## config.mk

```make
export PLATFORM = sky130hd
export DESIGN_NAME = gbs_iou
export DESIGN_NICKNAME = d
export VERILOG_FILES = /design/src/rtl/core/gbs_pkg.sv /design/src/rtl/core/gbs_iou.sv
export SDC_FILE = /design/constraint.sdc
export NUM_CORES = 2
export LEC_CHECK = 0
export ABC_AREA = 1
export ABC_CLOCK_PERIOD_IN_PS = 9500
export BUFFER_PORTS_ARGS = -buffer_cell sky130_fd_sc_hd__clkbuf_2
export CAP_MARGIN = 20
export CORE_MARGIN = 1
export CORE_UTILIZATION = 30
export CTS_BUF_LIST = sky130_fd_sc_hd__clkbuf_4
export DETAILED_ROUTE_END_ITERATION = 16
export HOLD_SLACK_MARGIN = 0.15
export PLACE_DENSITY_LB_ADDON = 0.08
export SLEW_MARGIN = 20
export SYNTH_ARGS = -nofsm -noshare
export SYNTH_HDL_FRONTEND = slang
export SYNTH_SLANG_ARGS = --single-unit
```

## constraint.sdc

```tcl
create_clock -name clk -period 9.5 [get_ports clk]
set_input_delay 0.475 -clock clk [delete_from_list [all_inputs] [get_ports clk]]
set_output_delay 0.475 -clock clk [all_outputs]
set_load 0.02 [all_outputs]
```

## src/rtl/core/gbs_pkg.sv

```systemverilog
package gbs_pkg;

  localparam int MaxCandidates = 64;
  localparam int NumClasses = 80;
  localparam int OutLimit = 64;
  localparam int IdxW = $clog2(MaxCandidates);
  localparam int CntW = $clog2(MaxCandidates + 1);

  // configuration register indexes
  localparam logic [1:0] RegConf = 2'd0;
  localparam logic [1:0] RegIou = 2'd1;
  localparam logic [1:0] RegMaxDet = 2'd2;

  typedef struct packed {
    logic signed [15:0] pos_x;
    logic signed [15:0] pos_y;
    logic [14:0] box_width;
    logic [14:0] box_height;
    logic [15:0] score;
    logic [7:0] class_id;
    logic last_candidate;
  } in_word_t;

  typedef struct packed {
    logic signed [15:0] left;
    logic signed [15:0] top;
    logic signed [15:0] right;
    logic signed [15:0] bottom;
    logic [15:0] kept_score;
    logic [7:0] kept_class;
    logic last_result;
    logic none_found;
    logic overflow;
  } out_word_t;

  // one stored candidate as it moves along the chain
  typedef struct packed {
    logic signed [15:0] left;
    logic signed [15:0] top;
    logic signed [15:0] right;
    logic signed [15:0] bottom;
    logic [31:0] area;
    logic [15:0] score;
    logic [7:0] class_id;
  } box_t;

  // control broadcast from the sequencer to every cell
  typedef struct packed {
    logic insert;       // insert new box in score order
    logic pop;          // shift chain toward head, head leaves
    logic clear;        // drop everything
  } cell_ctl_t;

  function automatic logic signed [15:0] sat16(input logic signed [17:0] v);
    if (v > 18'sd32767) return 16'sh7fff;
    else if (v < -18'sd32768) return 16'sh8000;
    else return v[15:0];
  endfunction

endpackage

```

## src/rtl/core/gbs_iou.sv

```systemverilog
// overlap check of head box against one cell: registered stages, at most one multiply each
module gbs_iou (
  input  logic                clk,
  input  gbs_pkg::box_t       a,
  input  gbs_pkg::box_t       b,
  input  logic [15:0]         overlap_thr,
  output logic                hit
);

  logic signed [15:0] x1, y1, x2, y2;
  logic [16:0] iw, ih;
  logic [16:0] iw_q, ih_q;
  logic [32:0] area_sum_q;
  logic [33:0] inter_q, uni;
  logic [33:0] uni_q;
  logic [33:0] inter_q2;
  logic [49:0] lhs;
  logic [49:0] rhs;

  always_comb begin
    x1 = (a.left > b.left) ? a.left : b.left;
    y1 = (a.top > b.top) ? a.top : b.top;
    x2 = (a.right < b.right) ? a.right : b.right;
    y2 = (a.bottom < b.bottom) ? a.bottom : b.bottom;
    iw = (x2 > x1) ? 17'(({x2[15], x2} - {x1[15], x1})) : 17'd0;
    ih = (y2 > y1) ? 17'(({y2[15], y2} - {y1[15], y1})) : 17'd0;
  end

  // stage 1: extents and area sum
  always_ff @(posedge clk) begin
    iw_q <= iw;
    ih_q <= ih;
    area_sum_q <= 33'(a.area) + 33'(b.area);
  end

  // stage 2: intersection
  always_ff @(posedge clk) begin
    inter_q <= 34'(iw_q * ih_q);
    uni_q <= 34'(area_sum_q);
  end

  assign uni = uni_q - inter_q;

  // stage 3: threshold product
  always_ff @(posedge clk) begin
    inter_q2 <= inter_q;
    rhs <= 50'(uni * overlap_thr);
  end

  assign lhs = {inter_q2[33:0], 16'd0};
  assign hit = lhs > rhs;

endmodule

```

# After elaboration in Yosys (flattened, before gate mapping)
# Index checks and enable logic that the tools add are counted.
totals:
  reg_bits: 218
  out_inout_bits: 1
  wordCells: 24
  input_bits: 257
op_classes:
  addsub: 4
  n_mux: 4
  n_lt_le_gt_ge: 7
  n_mul: 2
ops:
  columns: ["op", "count"]
  rows:
  - ["$gt 16x16->1", 4]
  - ["$mux 16", 4]
  - ["$gt 50x50->1", 1]
  - ["$mul 34x16->50", 1]
  - ["$mul 17x17->34", 1]
  - ["$sub 16x16->17", 2]
  - ["$sub 33x34->34", 1]
  - ["$add 32x32->33", 1]
  - ["$lt 16x16->1", 2]

# Longest topological paths before layout
logic_depth:
  ltp_word: 3
  mapped_depth: 39
  depth_no_buf: 38

# Worst setup path before layout
# OpenSTA, ideal clock, no wires.
synth_path:
  kind: "reg-to-reg"
  from: "reg uni_q[0]"
  to: "reg rhs[44]"
  path_stages_with_launch: 35
  t_arrival_ps: 6327
  setup_ps: 113
  setup_slack_ps: 3060
  n_path_buf: 1
  period_less_slack_ps: 6440
  required_time_ps: 9387
  cell_sequence: "dfxtp_1 inv_1 ha_1 fa_1 o21ai_2 nand2_1 nand2_1 nand2_1 nand2_1 or2_1 nand2_2 inv_2 buf_4 nand2_1 fa_1 inv_1 fa_1 inv_1 fa_1 fa_1 inv_1 fa_1 inv_1 fa_1 inv_1 ha_1 nand2_1 nor2_1 inv_1 nor3_1 nand2_1 nor2_1 nand2_1 nand4_1 nand2_1"
synth_via:
  elab_chain_cells: 2
synth_rtl:
  columns: ["item", "line_no", "text"]
  rows:
  - ["start: declaration", "gbs_iou.sv:15", "logic [33:0] uni_q;"]
  - ["start signal: assignment", "gbs_iou.sv:39", "uni_q <= 34'(area_sum_q);"]
  - ["$sub 33x34->34", "gbs_iou.sv:42", "assign uni = uni_q - inter_q;"]
  - ["$mul 34x16->50", "gbs_iou.sv:47", "rhs <= 50'(uni * overlap_thr);"]
  - ["end signal: assignment", "gbs_iou.sv:47", null]
  - ["end: declaration", "gbs_iou.sv:18", "logic [49:0] rhs;"]
# Every way passes these cells.
# A chain may end at the register's enable or synchronous reset.

# Final worst setup path
layout_path:
  from: "reg inter_q[0]"
  to: "reg rhs[30]"
layout_via:
  elab_chain_cells: 2
layout_rtl:
  columns: ["item", "line_no", "text"]
  rows:
  - ["start: declaration", "gbs_iou.sv:14", "logic [33:0] inter_q, uni;"]
  - ["start signal: assignment", "gbs_iou.sv:38", "inter_q <= 34'(iw_q * ih_q);"]
  - ["$sub 33x34->34", "gbs_iou.sv:42", null]
  - ["$mul 34x16->50", "gbs_iou.sv:47", null]
# Every way passes these cells.

==> qor.txt <==
status: finished clean
Place WS: 1.54 ns
Post-Syn Area: 42200 um^2
die area: 142000 um^2
Yosys warnings: 0
input/output buffers: 209
crit-path max FO: 14
Post-Route WL: 150000 um
FF-to-FF path depth: 28
CP startpoint: inter_q[0]
placed instance area: 45200 um^2
H-Tree Level Count: 3
register area share after synthesis: 0.104
initial antenna violation count: 13
crit path time final: 8.03 ns
Fill cells: 15500
die width: 377 um
initial core utilization: 0.302
Die Y: 377 um
max-slew violations: 0
Max-cap violations: 0
Hold Fails Final Rpt: 0
share of cells above drive strength 1: 0.0668
core box area: 140000 um^2
CTS clk-pin slew, worst paths: 0.07 ns
GRT Resource Usage Total: 0.215
final cycle utilization of the critical path: 0.846
Clock Skew: 0.0857 ns
antenna-violating nets left: 0
Via Count: 36700
Worst Hold Class: in -> reg
first-pass GRT wire length: 232000 um
CP Data Arrival Time: 8.65 ns
TNS Setup: 0 ns
Crit. path cell count: 28
DRC: 0
maximum clock path buffer count: 3
fmax: 124 MHz
commonest non-fill, non-tap cell in the layout: nand2_1
most frequent CP cell: nand2_1
RR Startpoint: inter_q[0]
Slew HR: 0.237
Slowest cell on crit path: nand2_1
clock latency on the worst-skew pair: 0.81 ns
RSZ-0062 raised after global routing: false
cts bufs inserted: 66
dpl hpwl: 126000 um
slew at the pin with the worst max-slew slack: 1.14 ns
remaining global-route overflow: 0
CP Capture Type: flip-flop
CP max stage delay: 0.64 ns
Top Ports: 258
top-area cell type share of the netlist area: 0.320
Async SR Flop Fraction: 0
area leader, netlist: fa_1
CP startpoint kind: flip-flop
FF-to-FF setup slack: 1.47 ns
Setup crit end: rhs[30]
Rows: 137
Final setup violation count: 0
number of synthesized flops with an enable pin: 0
synthesis-to-finish area growth: 10.5%
Final WS setup: 1.47 ns
clock tree sinks: 218
CTS root buf: clkbuf_4
vias in the first global route: 38800
DR pass1 iterations: 6
largest net degree at the start of global routing: 34
CTS tree: built
Buf/Inv on CP: 5
Synth area leaders: fa_1, ha_1, nand2_1, inv_1, dfxtp_1
critical register-to-register path endpoint: rhs[30]
Mean Syn Cell Area: 7.28 um^2
post-layout util: 0.334
drt wl/cell: 18.9 um
Initial DRC Count: 1866
critical path required time: 10.11 ns
count of cell types in the netlist: 46
cell count after synthesis: 5792
critical path's top delay family: adder cells
worst setup path category: reg -> reg
ys flop type: dfxtp_1
syn_nets: 7146
leading cell types in the layout, fill and taps excluded: nand2_1, inv_1, fa_1
Via density: 4.63
RePlAce Congestion: 0.900
Final #Nets: 7354
#FFs+latches synth: 218
post-route cell area: 46600 um^2
[routing by layer]
metal / wire length (um) / track usage
met1: 68200 / 0.283
met2: 72200 / 0.372
met3: 6120 / 0.0256
met4: 3070 / 0.0492
met5: 102 / 0
[area by class of cell]
cell class | instances | area (um^2) | share of cell area
Sequential cell | 218 | 4360 | 0.0937
Multi-Input combinational cell | 4055 | 32000 | 0.688
Timing Repair Buffer | 304 | 1910 | 0.0409
Antenna cell | 5 | 12.5 | 0.000269
Clock buffer | 89 | 668 | 0.0143
Tap cell | 1876 | 2350 | 0.0504
Clock inverter | 23 | 133 | 0.00285
Inverter | 1355 | 5090 | 0.109
[cell families (layout without fill, tap and decap cells)]
kind of cell / after synthesis / count (layout) / share of synthesized area
DFF: 218 / 218 / 0.104
and+or+nand+nor: 2443 / 2443 / 0.239
xor gates and xnor gates: 100 / 100 / 0.0211
other: 0 / 5 / 0
buffers and inverters: 1519 / 1771 / 0.137
AOI/OAI and AO/OA: 415 / 415 / 0.0537
adders and majority gates: 1097 / 1097 / 0.446
[worst min-delay path by stage]
stage / startpoint / endpoint / slack (ns) / cells after the start
6_report: a[43] / area_sum_q[19] / 0.29 / 4
5_1_grt: a[53] / area_sum_q[29] / 0.22 / 4
4_1_cts: a[53] / area_sum_q[29] / 0.15 / 4
3_5_place_dp: area_sum_q[8] / uni_q[8] / 0.31 / 0
3_3_place_gp: area_sum_q[21] / uni_q[21] / 0.31 / 0
2_1_floorplan: area_sum_q[0] / uni_q[0] / 0.31 / 0
[synth_stat cells, types with 6 or more instances]
master    number
a21o_1        21
a21oi_1      227
buf_2         27
clkbuf_1     130
dfxtp_1      218
fa_1         674
ha_1         423
inv_1       1349
inv_2          6
nand2_1     1384
nand2_2       21
nand3_1      391
nand4_1       53
nor2_1       502
nor3_1        40
nor4_1        15
o21a_1        12
o21ai_0      110
o21bai_1      25
or2_1          7
xnor2_1       24
xor2_1        74
[timing repair]
item | 4_1_cts | 5_1_grt
buffers inserted | 0 | 0
gates resized for setup | 0 | 0
endpoints found under the hold margin | 25 | 0
hold buffers | 51 | 0
[metrics by stage]
stage / cells / hold WS [ns]
final: 7925 / 0.286
after global routing: 7923 / 0.216
after CTS: 7920 / 0.151
after detailed placement: 7757 / 0.312
after global placement: 7756 / 0.313
after floorplan: 5792 / 0.310
[sequential cells by signal (all words and copies together), names as in the netlist]
| name | count |
|---|---|
| iw_q | 17 |
| uni_q | 33 |
| rhs | 50 |
| inter_q2 | 34 |
| area_sum_q | 33 |
| ih_q | 17 |
| inter_q | 34 |
[tightest hold or removal path, cell delays in order]
cell      delay, ns
clkbuf_2       0.08
ha_1           0.25
nand3_1        0.11
nand2_1        0.07
Power is not shown: default switching activity piles up to over one toggle a cycle in this logic, so the estimate is an artifact.
