File: src/rtl/core/gbs_pkg.sv
package gbs_pkg;

  localparam int MaxCandidates = 64;
  localparam int NumClasses = 80;
  localparam int OutLimit = 64;
  localparam int IdxW = $clog2(MaxCandidates);
  localparam int CntW = $clog2(MaxCandidates + 1);

  // configuration register indexes
  localparam logic [1:0] RegConf = 2'd0;
  localparam logic [1:0] RegIou = 2'd1;
  localparam logic [1:0] RegMaxDet = 2'd2;

  typedef struct packed {
    logic signed [15:0] pos_x;
    logic signed [15:0] pos_y;
    logic [14:0] box_width;
    logic [14:0] box_height;
    logic [15:0] score;
    logic [7:0] class_id;
    logic last_candidate;
  } in_word_t;

  typedef struct packed {
    logic signed [15:0] left;
    logic signed [15:0] top;
    logic signed [15:0] right;
    logic signed [15:0] bottom;
    logic [15:0] kept_score;
    logic [7:0] kept_class;
    logic last_result;
    logic none_found;
    logic overflow;
  } out_word_t;

  // one stored candidate as it moves along the chain
  typedef struct packed {
    logic signed [15:0] left;
    logic signed [15:0] top;
    logic signed [15:0] right;
    logic signed [15:0] bottom;
    logic [31:0] area;
    logic [15:0] score;
    logic [7:0] class_id;
  } box_t;

  // control broadcast from the sequencer to every cell
  typedef struct packed {
    logic insert;       // insert new box in score order
    logic pop;          // shift chain toward head, head leaves
    logic clear;        // drop everything
  } cell_ctl_t;

  function automatic logic signed [15:0] sat16(input logic signed [17:0] v);
    if (v > 18'sd32767) return 16'sh7fff;
    else if (v < -18'sd32768) return 16'sh8000;
    else return v[15:0];
  endfunction

endpackage

File: src/rtl/core/gbs_cell.sv
// one slot of the sorted chain: holds a box, its suppress mark and its valid bit
module gbs_cell (
  input  logic                clk,
  input  logic                rst,
  input  gbs_pkg::cell_ctl_t  ctl,
  input  gbs_pkg::box_t       new_box,
  input  gbs_pkg::box_t       prev_box,
  input  logic                prev_valid,
  input  logic                prev_goes_after,
  input  gbs_pkg::box_t       next_box,
  input  logic                next_valid,
  input  logic                next_supp,
  input  logic                kill,
  output gbs_pkg::box_t       box,
  output logic                valid,
  output logic                supp,
  output logic                goes_after
);

  // new box ranks after this one when its score is not higher (stable order)
  assign goes_after = valid && (new_box.score <= box.score);

  always_ff @(posedge clk) begin
    if (rst || ctl.clear) begin
      valid <= 1'b0;
      supp <= 1'b0;
    end else if (ctl.insert) begin
      if (!goes_after) begin
        if (prev_goes_after) begin
          box <= new_box;
          valid <= 1'b1;
          supp <= 1'b0;
        end else begin
          box <= prev_box;
          valid <= prev_valid;
          supp <= 1'b0;
        end
      end
    end else if (ctl.pop) begin
      box <= next_box;
      valid <= next_valid;
      supp <= next_supp;
    end else if (kill) begin
      supp <= 1'b1;
    end
  end

endmodule

File: config.mk
export PLATFORM = sky130hd
export DESIGN_NAME = gbs_cell
export DESIGN_NICKNAME = d
export VERILOG_FILES = /design/src/rtl/core/gbs_pkg.sv /design/src/rtl/core/gbs_cell.sv
export SDC_FILE = /design/constraint.sdc
export NUM_CORES = 1
export LEC_CHECK = 0
export BUFFER_PORTS_ARGS = -buffer_cell sky130_fd_sc_hd__buf_2
export CAP_MARGIN = 40
export CORE_AREA = 2 2 194 196
export DETAILED_ROUTE_END_ITERATION = 6
export DIE_AREA = 0 0 196 198
export GPL_ROUTABILITY_DRIVEN = 0
export GPL_TIMING_DRIVEN = 1
export PLACE_DENSITY = 0.44
export SKIP_CTS_REPAIR_TIMING = 1
export SYNTH_ARGS = -nofsm -noshare
export SYNTH_HDL_FRONTEND = slang
export SYNTH_SLANG_ARGS = --single-unit
File: constraint.sdc
create_clock -name clk -period 9.5 [get_ports clk]
set_input_delay 2.85 -clock clk [delete_from_list [all_inputs] [get_ports clk]]
set_output_delay 2.85 -clock clk [all_outputs]
set_load 0.1 [all_outputs]
# == After elaboration in Yosys (flattened, before gate mapping) ==
# Cells that the tools add are included.
# totals
ff_bits,122
wordCells,31
romBits,0
latch_bits,0
ram_bits,0
output_inout_bits,123
input_bits,370
n_memories,0
# classes
add_sub_neg,0
n_bitwise,1
n_mux,12
shift,0
magnitude_cmp,1
n_mul,0
div,0
n_eq_ne,1
n_reduce_logical,7
# ops
op,count
$mux 120,4
$le 16x16->1,1
$mux 1,8
$reduce_and 2->1,2
$reduce_and 3->1,1
$reduce_bool 3->1,1
$ne 2x2->1 const B,1
$reduce_bool 2->1,1
$logic_and 1x1->1,1
$logic_or 1x1->1,1
$not 1->1,1

# == Longest topological paths before layout ==
# Gate-level depths: netlist of the first run.
# logic_depth
ltp_word,4
mapped_depth,7
mapped_depth_nobuf,7

# == Worst setup path before layout of the first run ==
# No wires, ideal clock.
# synth_timing
kind,input-to-reg
from,input new_box[21] in the netlist's numbering
to,register box[0] in the netlist's numbering (enable)
stages,6
arrival_time_ps,6908
setup_time_ps,498
slack_ps,2094
path_cell_list,ha_1 -> nand4_2 -> nor4_1 -> a21boi_0 -> o31a_2 -> o221a_1
# synth_via
elab_chain_len,4
# synth_rtl
item,line_no,source
from (decl),gbs_cell.sv:6,"input gbs_pkg::box_t new_box,"
$le 16x16->1,gbs_cell.sv:21,assign goes_after = valid && (new_box.score <= box.score);
$logic_and 1x1->1,gbs_cell.sv:21,
$ne 2x2->1 (no source line),-,
$reduce_and 3->1 (no source line),-,
to (signal assigned),gbs_cell.sv:30,box <= new_box;
to (signal assigned),gbs_cell.sv:34,box <= prev_box;
to (signal assigned),gbs_cell.sv:40,box <= next_box;
to (decl),gbs_cell.sv:14,"output gbs_pkg::box_t box,"
# Every way passes these cells.
# A chain may end at the register's enable or synchronous reset.

# == Worst setup path in the final report of the first run ==
# layout_timing
from,input new_box[21] in the netlist's numbering
to,output goes_after
# layout_via
elab_chain_len,2
# layout_rtl
item,line_no,source
$le 16x16->1,gbs_cell.sv:21,
$logic_and 1x1->1,gbs_cell.sv:21,
to (decl),gbs_cell.sv:17,output logic goes_after
# Every way passes these cells.

==> flow_summary.yaml, run 1 <==
outcome:
  outcome: "completed"
power_and_ir_drop:
  seqPwrFrac: 0.379
  p_sw_frac: 0.324
  power.net_switching_uw: 545
  cellPowerDensity_mw_per_mm2: 166
  ir_drop_v: 0.000115
  p_clk_frac: 0.369
  comb_power_share: 0.252
  power_uw: 1680
  p_leak_uw: 0.00479
  p_int_uw: 1130
sta:
  rsz0062_at_grt: "false"
  fmax_ghz: 0.129
  fin_crit_sh: 0.816
  tns_ns: 0
  tightest_slew_ns: 0.817
  hold_ws_ns: 0.608
  drv_slew: 0
  hold_viol: 0
  min_period_ns: 7.75
  setup_violations: 0
  skew_ns: 0.00932
  slew_headroom: 0.456
yosys:
  ys_warn_count: 0
  synth_edf_count: 120
  synth-seq-area-share: 0.554
  async_reset_ff_frac: 0
  syn_area_per_cell_um2: 11.0
  syn-num-nets: 982
  ys_ff_latch: 122
  ys.flop_type: "edfxtp_1"
  synth_cells: 596
  synth_cell_types: 29
  netlist_area_mm2: 0.00657
cells_and_area:
  fill_cells: 4008
  drive_gt1_frac: 0.486
  final_common_cell: "buf_2"
  final_area_mm2: 0.0101
  final_cell_mix: "buf_2 (490), a21oi_1 (127), nor2_1 (126)"
  stdcell_count: 1562
  fin_nets: 1459
  area_delta_synth_final_pct: 54.0
min_path:
  worstHoldEndpoint: "valid"
  hp-class: "reg -> reg"
  worstHoldStart: "valid"
  whs_path_depth: 2
routing:
  dr.first_iter.drc_count: 204
  vias_per_cell: 3.99
  drtPass1Iterations: 4
  drc: 0
  vias: 6238
  drt-total-wl_mm: 24.4
  wl_per_cell_um: 15.6
  antenna_left: 0
global_route:
  grt_max_degree: 98
  grt.busiest_layer: "met2"
  grt_pass1_wl_mm: 34.8
  grtUsageTotal: 0.120
  antenna_found_initial: 4
  grt_use_met2: 0.211
  met3_usage: 0.0429
  grtUsageMet1: 0.136
  grt_pass1_vias: 6057
  grt.overflow.total: 0
worst_setup_path:
  path_cells: "buf_2, ha_1, nand4_2, nor4_1, a21boi_0, o31a_2, and2b_2, buf_2"
  timing.rr.start: "box[21]"
  rrSetupSlack_ns: 6.31
  cp-end-kind: "primary output"
  crit_path_frequent_cell: "buf_2"
  worstPathRequired_ns: 6.65
  critPathMaxFanout: 4
  cp_top_family: "simple AND/OR/NAND/NOR gates"
  crit_buf_inv: 2
  crit_path_top_delay_cell: "nor4_1"
  cp_slowest_stage_delay_ns: 0.46
  crit_path_start_kind: "input pin"
  worst-r2r-cell-count: 8
  worstSetupPathType: "in -> out"
  worstReg2RegEnd: "box[71]"
  arrival_ns: 4.90
cts:
  clkTransAtPathRegs_ns: 0.05
  cts_tree: "done"
  cts_num_sinks: 122
  root_buffer: "clkbuf_16"
  htree_levels: 4
  clk_latency_ns: 0.43
  clock_path_buffers: 2
  cts_buffers: 17
die:
  io_pins: 493
  initial_core_util: 0.178
  die-area_mm2: 0.0388
  core-area_mm2: 0.0370
  chipHeight_um: 198
  rows: 71
  die_x_um: 196
place:
  place_area_mm2: 0.00957
  dp_hpwl_mm: 19.7
  place_inst: 1528
  io_buffers: 492
job:
  maxCapViolations: 0
==> cell type report <==
| type | instances | area (um^2) | share of cell area |
|---|---|---|---|
| Sequential cell | 122 | 3640 | 0.360 |
| Multi-Input combinational cell | 417 | 2710 | 0.268 |
| Timing Repair Buffer | 499 | 2570 | 0.254 |
| Tap cell | 474 | 593 | 0.0586 |
| Clock buffer | 23 | 448 | 0.0442 |
| Clock inverter | 9 | 98.8 | 0.00976 |
| Inverter | 16 | 60.1 | 0.00593 |
| Antenna cell | 2 | 5.00 | 0.000494 |
==> per-stage QoR <==
step                 util  setup slack (ns)
finish              0.274              1.75
CTS                 0.274              1.78
global route        0.274              1.59
global placement    0.258              1.67
detailed placement  0.259              1.78
floorplan               -              2.09
==> cell families (layout without fill, tap and decap cells) <==
logic type	Yosys count	count (layout)	share of synthesized area
flip-flops	122	122	0.554
buffers and inverters	57	547	0.0350
AO/OA/AOI/OAI	138	138	0.110
multiplexers	120	120	0.183
AND/OR/NAND/NOR	143	143	0.0877
other	0	2	0
adder cells (fa/ha/maj)	16	16	0.0305
==> registers in the layout (all words and copies together), names as in the netlist <==
register,count
valid,1
supp,1
box,120
==> worst min-delay path: stages (launching register included) <==
cell      delay, ns
dfxtp_1        0.34
o221ai_1       0.17
a21oi_1        0.05
==> power by group through the flow <==
stage	Sequential (uW)	Combinational, uW	Clock [uW]
2_1_floorplan	828	110	0
3_3_place_gp	647	425	0
3_5_place_dp	647	428	0
4_1_cts	636	429	647
5_1_grt	639	452	667
6_report	636	423	620
==> per-layer routing <==
metal  vias to the layer above  wire length, um
met4                         4              338
met2                       252            12300
met5                         -               27
met3                        22             1760
met1                      2813             9970
li1                       3147                -
==> worst max path at each step <==
| stage | cells past startpoint | startpoint | slack [ns] | to |
|---|---|---|---|---|
| final | 8 | new_box[21] | 1.75 | goes_after |
| after global routing | 8 | new_box[21] | 1.59 | goes_after |
| after CTS | 8 | new_box[21] | 1.78 | goes_after |
| after detailed placement | 8 | new_box[21] | 1.78 | goes_after |
| after global placement | 8 | new_box[21] | 1.67 | goes_after |
| after floorplan | 6 | new_box[21] | 2.09 | box[0] |
==> Yosys cell counts, drive strengths merged (2+ instances only) <==
cell type | instances | area share
nor2 | 126 | 0.072
edfxtp | 120 | 0.55
o21ai | 2 | 0.0015
ha | 16 | 0.030
mux2i | 120 | 0.18
o211ai | 2 | 0.0023
inv | 16 | 0.0091
nand4 | 2 | 0.0029
nor3 | 2 | 0.0015
buf | 20 | 0.014
clkbuf | 21 | 0.012
nor2b | 2 | 0.0019
a21oi | 127 | 0.097
dfxtp | 2 | 0.0061
nand2 | 5 | 0.0029
a21o | 2 | 0.0023
Note: power is estimated with default switching activity, not from simulation.
==> run 2, diff against run 1 <==
--- a/config.mk
+++ b/config.mk
@@ -7,12 +7,12 @@
 export LEC_CHECK = 0
 export BUFFER_PORTS_ARGS = -buffer_cell sky130_fd_sc_hd__buf_2
 export CAP_MARGIN = 40
-export CORE_AREA = 2 2 194 196
+export CORE_AREA = 2 2 189 191
 export DETAILED_ROUTE_END_ITERATION = 6
-export DIE_AREA = 0 0 196 198
+export DIE_AREA = 0 0 191 193
 export GPL_ROUTABILITY_DRIVEN = 0
 export GPL_TIMING_DRIVEN = 1
-export PLACE_DENSITY = 0.44
+export PLACE_DENSITY = 0.46
 export SKIP_CTS_REPAIR_TIMING = 1
 export SYNTH_ARGS = -nofsm -noshare
 export SYNTH_HDL_FRONTEND = slang
==> constraint.sdc (replaced) <==
create_clock -name clk -period 7.99 [get_ports clk]
set_input_delay 2.397 -clock clk [delete_from_list [all_inputs] [get_ports clk]]
set_output_delay 2.397 -clock clk [all_outputs]
set_load 0.1 [all_outputs]
==> run 2 against run 1 <==
  * Final area stayed put
  * Count of clock-buffer cells in the layout is 5 lower
  * Setup slack lost 0.63 ns
  * Clock skew up 0.00074 ns
  * Die area shrank 5.0%
  * Sequential share of layout area did not move
  * Core utilization up 1.6 points
  * Sequential power is 19% higher
  * First-iteration DRC count shrank 29%
  * Combinational power is 18% higher
  * Sequential cell count unchanged
  * Critical path type unchanged
  * Critical endpoint unchanged
==> flow_summary.yaml, run 2 (same netlist as run 1, synthesis figures left out) <==
sta:
  fmax_ghz: 0.145
  setup_violations: 0
  slew_headroom: 0.387
  fin_crit_sh: 0.860
  rsz0062_at_grt: "false"
  tns_ns: 0
  timing.final.ws_setup_ns: 1.12
  hold_viol: 0
  drv_slew: 0
  skew_ns: 0.0101
  min_period_ns: 6.87
  tightest_slew_ns: 0.920
place:
  place_ws_ns: 1.13
  io_buffers: 492
  dp_hpwl_mm: 18.7
cells_and_area:
  largest_reg_flops: 120
  final_common_cell: "buf_2"
  fin_nets: 1458
  antennaDiodeCount: 0
  final_cell_mix: "buf_2 (490), a21oi_1 (127), nor2_1 (126)"
  largest-register: "box"
  reg.largest.list: "box x120, supp x1, valid x1"
  drive_gt1_frac: 0.490
  area_delta_synth_final_pct: 54.0
die:
  die_x_um: 191
  rows: 69
  die-area_mm2: 0.0369
  chipHeight_um: 193
  initial_core_util: 0.188
  io_pins: 493
  core-area_mm2: 0.0350
worst_setup_path:
  worstSetupPathType: "in -> out"
  worstReg2RegEnd: "box[69]"
  arrival_ns: 4.48
  crit_start: "new_box[21]"
  timing.rr.start: "box[21]"
  rrSetupSlack_ns: 4.60
  setup.worst_path.end: "goes_after"
  critPathMaxFanout: 4
  cp-end-kind: "primary output"
  worst-r2r-cell-count: 8
  worstPathRequired_ns: 5.59
  crit_path_start_kind: "input pin"
routing:
  vias_per_cell: 3.98
  drc: 0
  antenna_left: 0
  drt-total-wl_mm: 23.4
  drtPass1Iterations: 4
  wl_per_cell_um: 15.2
  vias: 6145
  dr.first_iter.drc_count: 144
power_and_ir_drop:
  ir_drop_v: 0.000134
  p_clk_frac: 0.383
  power.net_switching_uw: 658
  seqPwrFrac: 0.371
  comb_power_share: 0.246
  p_leak_uw: 0.00479
  cellPowerDensity_mw_per_mm2: 201
  p_int_uw: 1380
  p_sw_frac: 0.323
cts:
  cts_tree: "done"
  root_buffer: "clkbuf_16"
  clkTransAtPathRegs_ns: 0.06
  htree_levels: 4
  cts_num_sinks: 122
  clk_latency_ns: 0.41
  cts_buffers: 17
  clock_path_buffers: 2
global_route:
  grt.overflow.total: 0
  met3_usage: 0.0376
  antenna_found_initial: 1
  grtUsageTotal: 0.120
  grt.busiest_layer: "met2"
  grt_pass1_wl_mm: 32.8
  grt_pass1_vias: 5886
  grt_max_degree: 95
  grtUsageMet1: 0.134
  grt_use_met2: 0.219
outcome:
  outcome: "completed"
min_path:
  hp-class: "reg -> reg"
job:
  maxCapViolations: 0
-- run 2: cell type report --
cell class | count | area (um^2)
clock buffers | 18 | 429
clock inverters | 13 | 154
fillers | 3769 | 24800
inverters | 16 | 60.1
multi-input cells | 417 | 2710
flip-flops and latches | 122 | 3640
well taps | 461 | 577
repair buffers | 498 | 2550
-- run 2: critical path: stages --
cell     delay [ns]
buf_2          0.11
ha_1           0.32
nand4_2        0.14
nor2_1         0.06
or3_1          0.40
o31a_2         0.41
and2b_2        0.21
buf_2          0.42
-- run 2: power groups by stage --
stage / registers [uW] / clock network, uW / logic [uW]
finish: 756 / 780 / 501
global route: 759 / 831 / 536
detailed placement: 769 / 0 / 508
CTS: 756 / 809 / 508
global placement: 769 / 0 / 505
floorplan: 984 / 0 / 131
-- run 2: metal layers --
| layer | vias up | part of all wire |
|---|---|---|
| li1 | 3141 | - |
| met1 | 2726 | 0.40 |
| met2 | 267 | 0.51 |
| met3 | 9 | 0.080 |
| met4 | 2 | 0.0075 |
| met5 | - | 0.00030 |
-- run 2: how the worst min path moves through the flow --
stage,depth (start not counted),to,from
after floorplan,2,supp,supp
after global placement,2,valid,valid
after detailed placement,2,supp,supp
after CTS,2,supp,supp
after global routing,2,supp,supp
final,2,supp,supp
-- run 2: per-stage QoR --
stage / util / instance area, um^2 / instances / total power, uW / hold slack [ns]
2_1_floorplan: - / 6570 / 596 / 1120 / 1.01
3_3_place_gp: 0.272 / 9510 / 1513 / 1270 / 0.567
3_5_place_dp: 0.273 / 9540 / 1514 / 1280 / 0.561
4_1_cts: 0.290 / 10100 / 1545 / 2070 / 0.574
5_1_grt: 0.290 / 10100 / 1545 / 2130 / 0.585
6_report: 0.290 / 10100 / 1545 / 2040 / 0.563
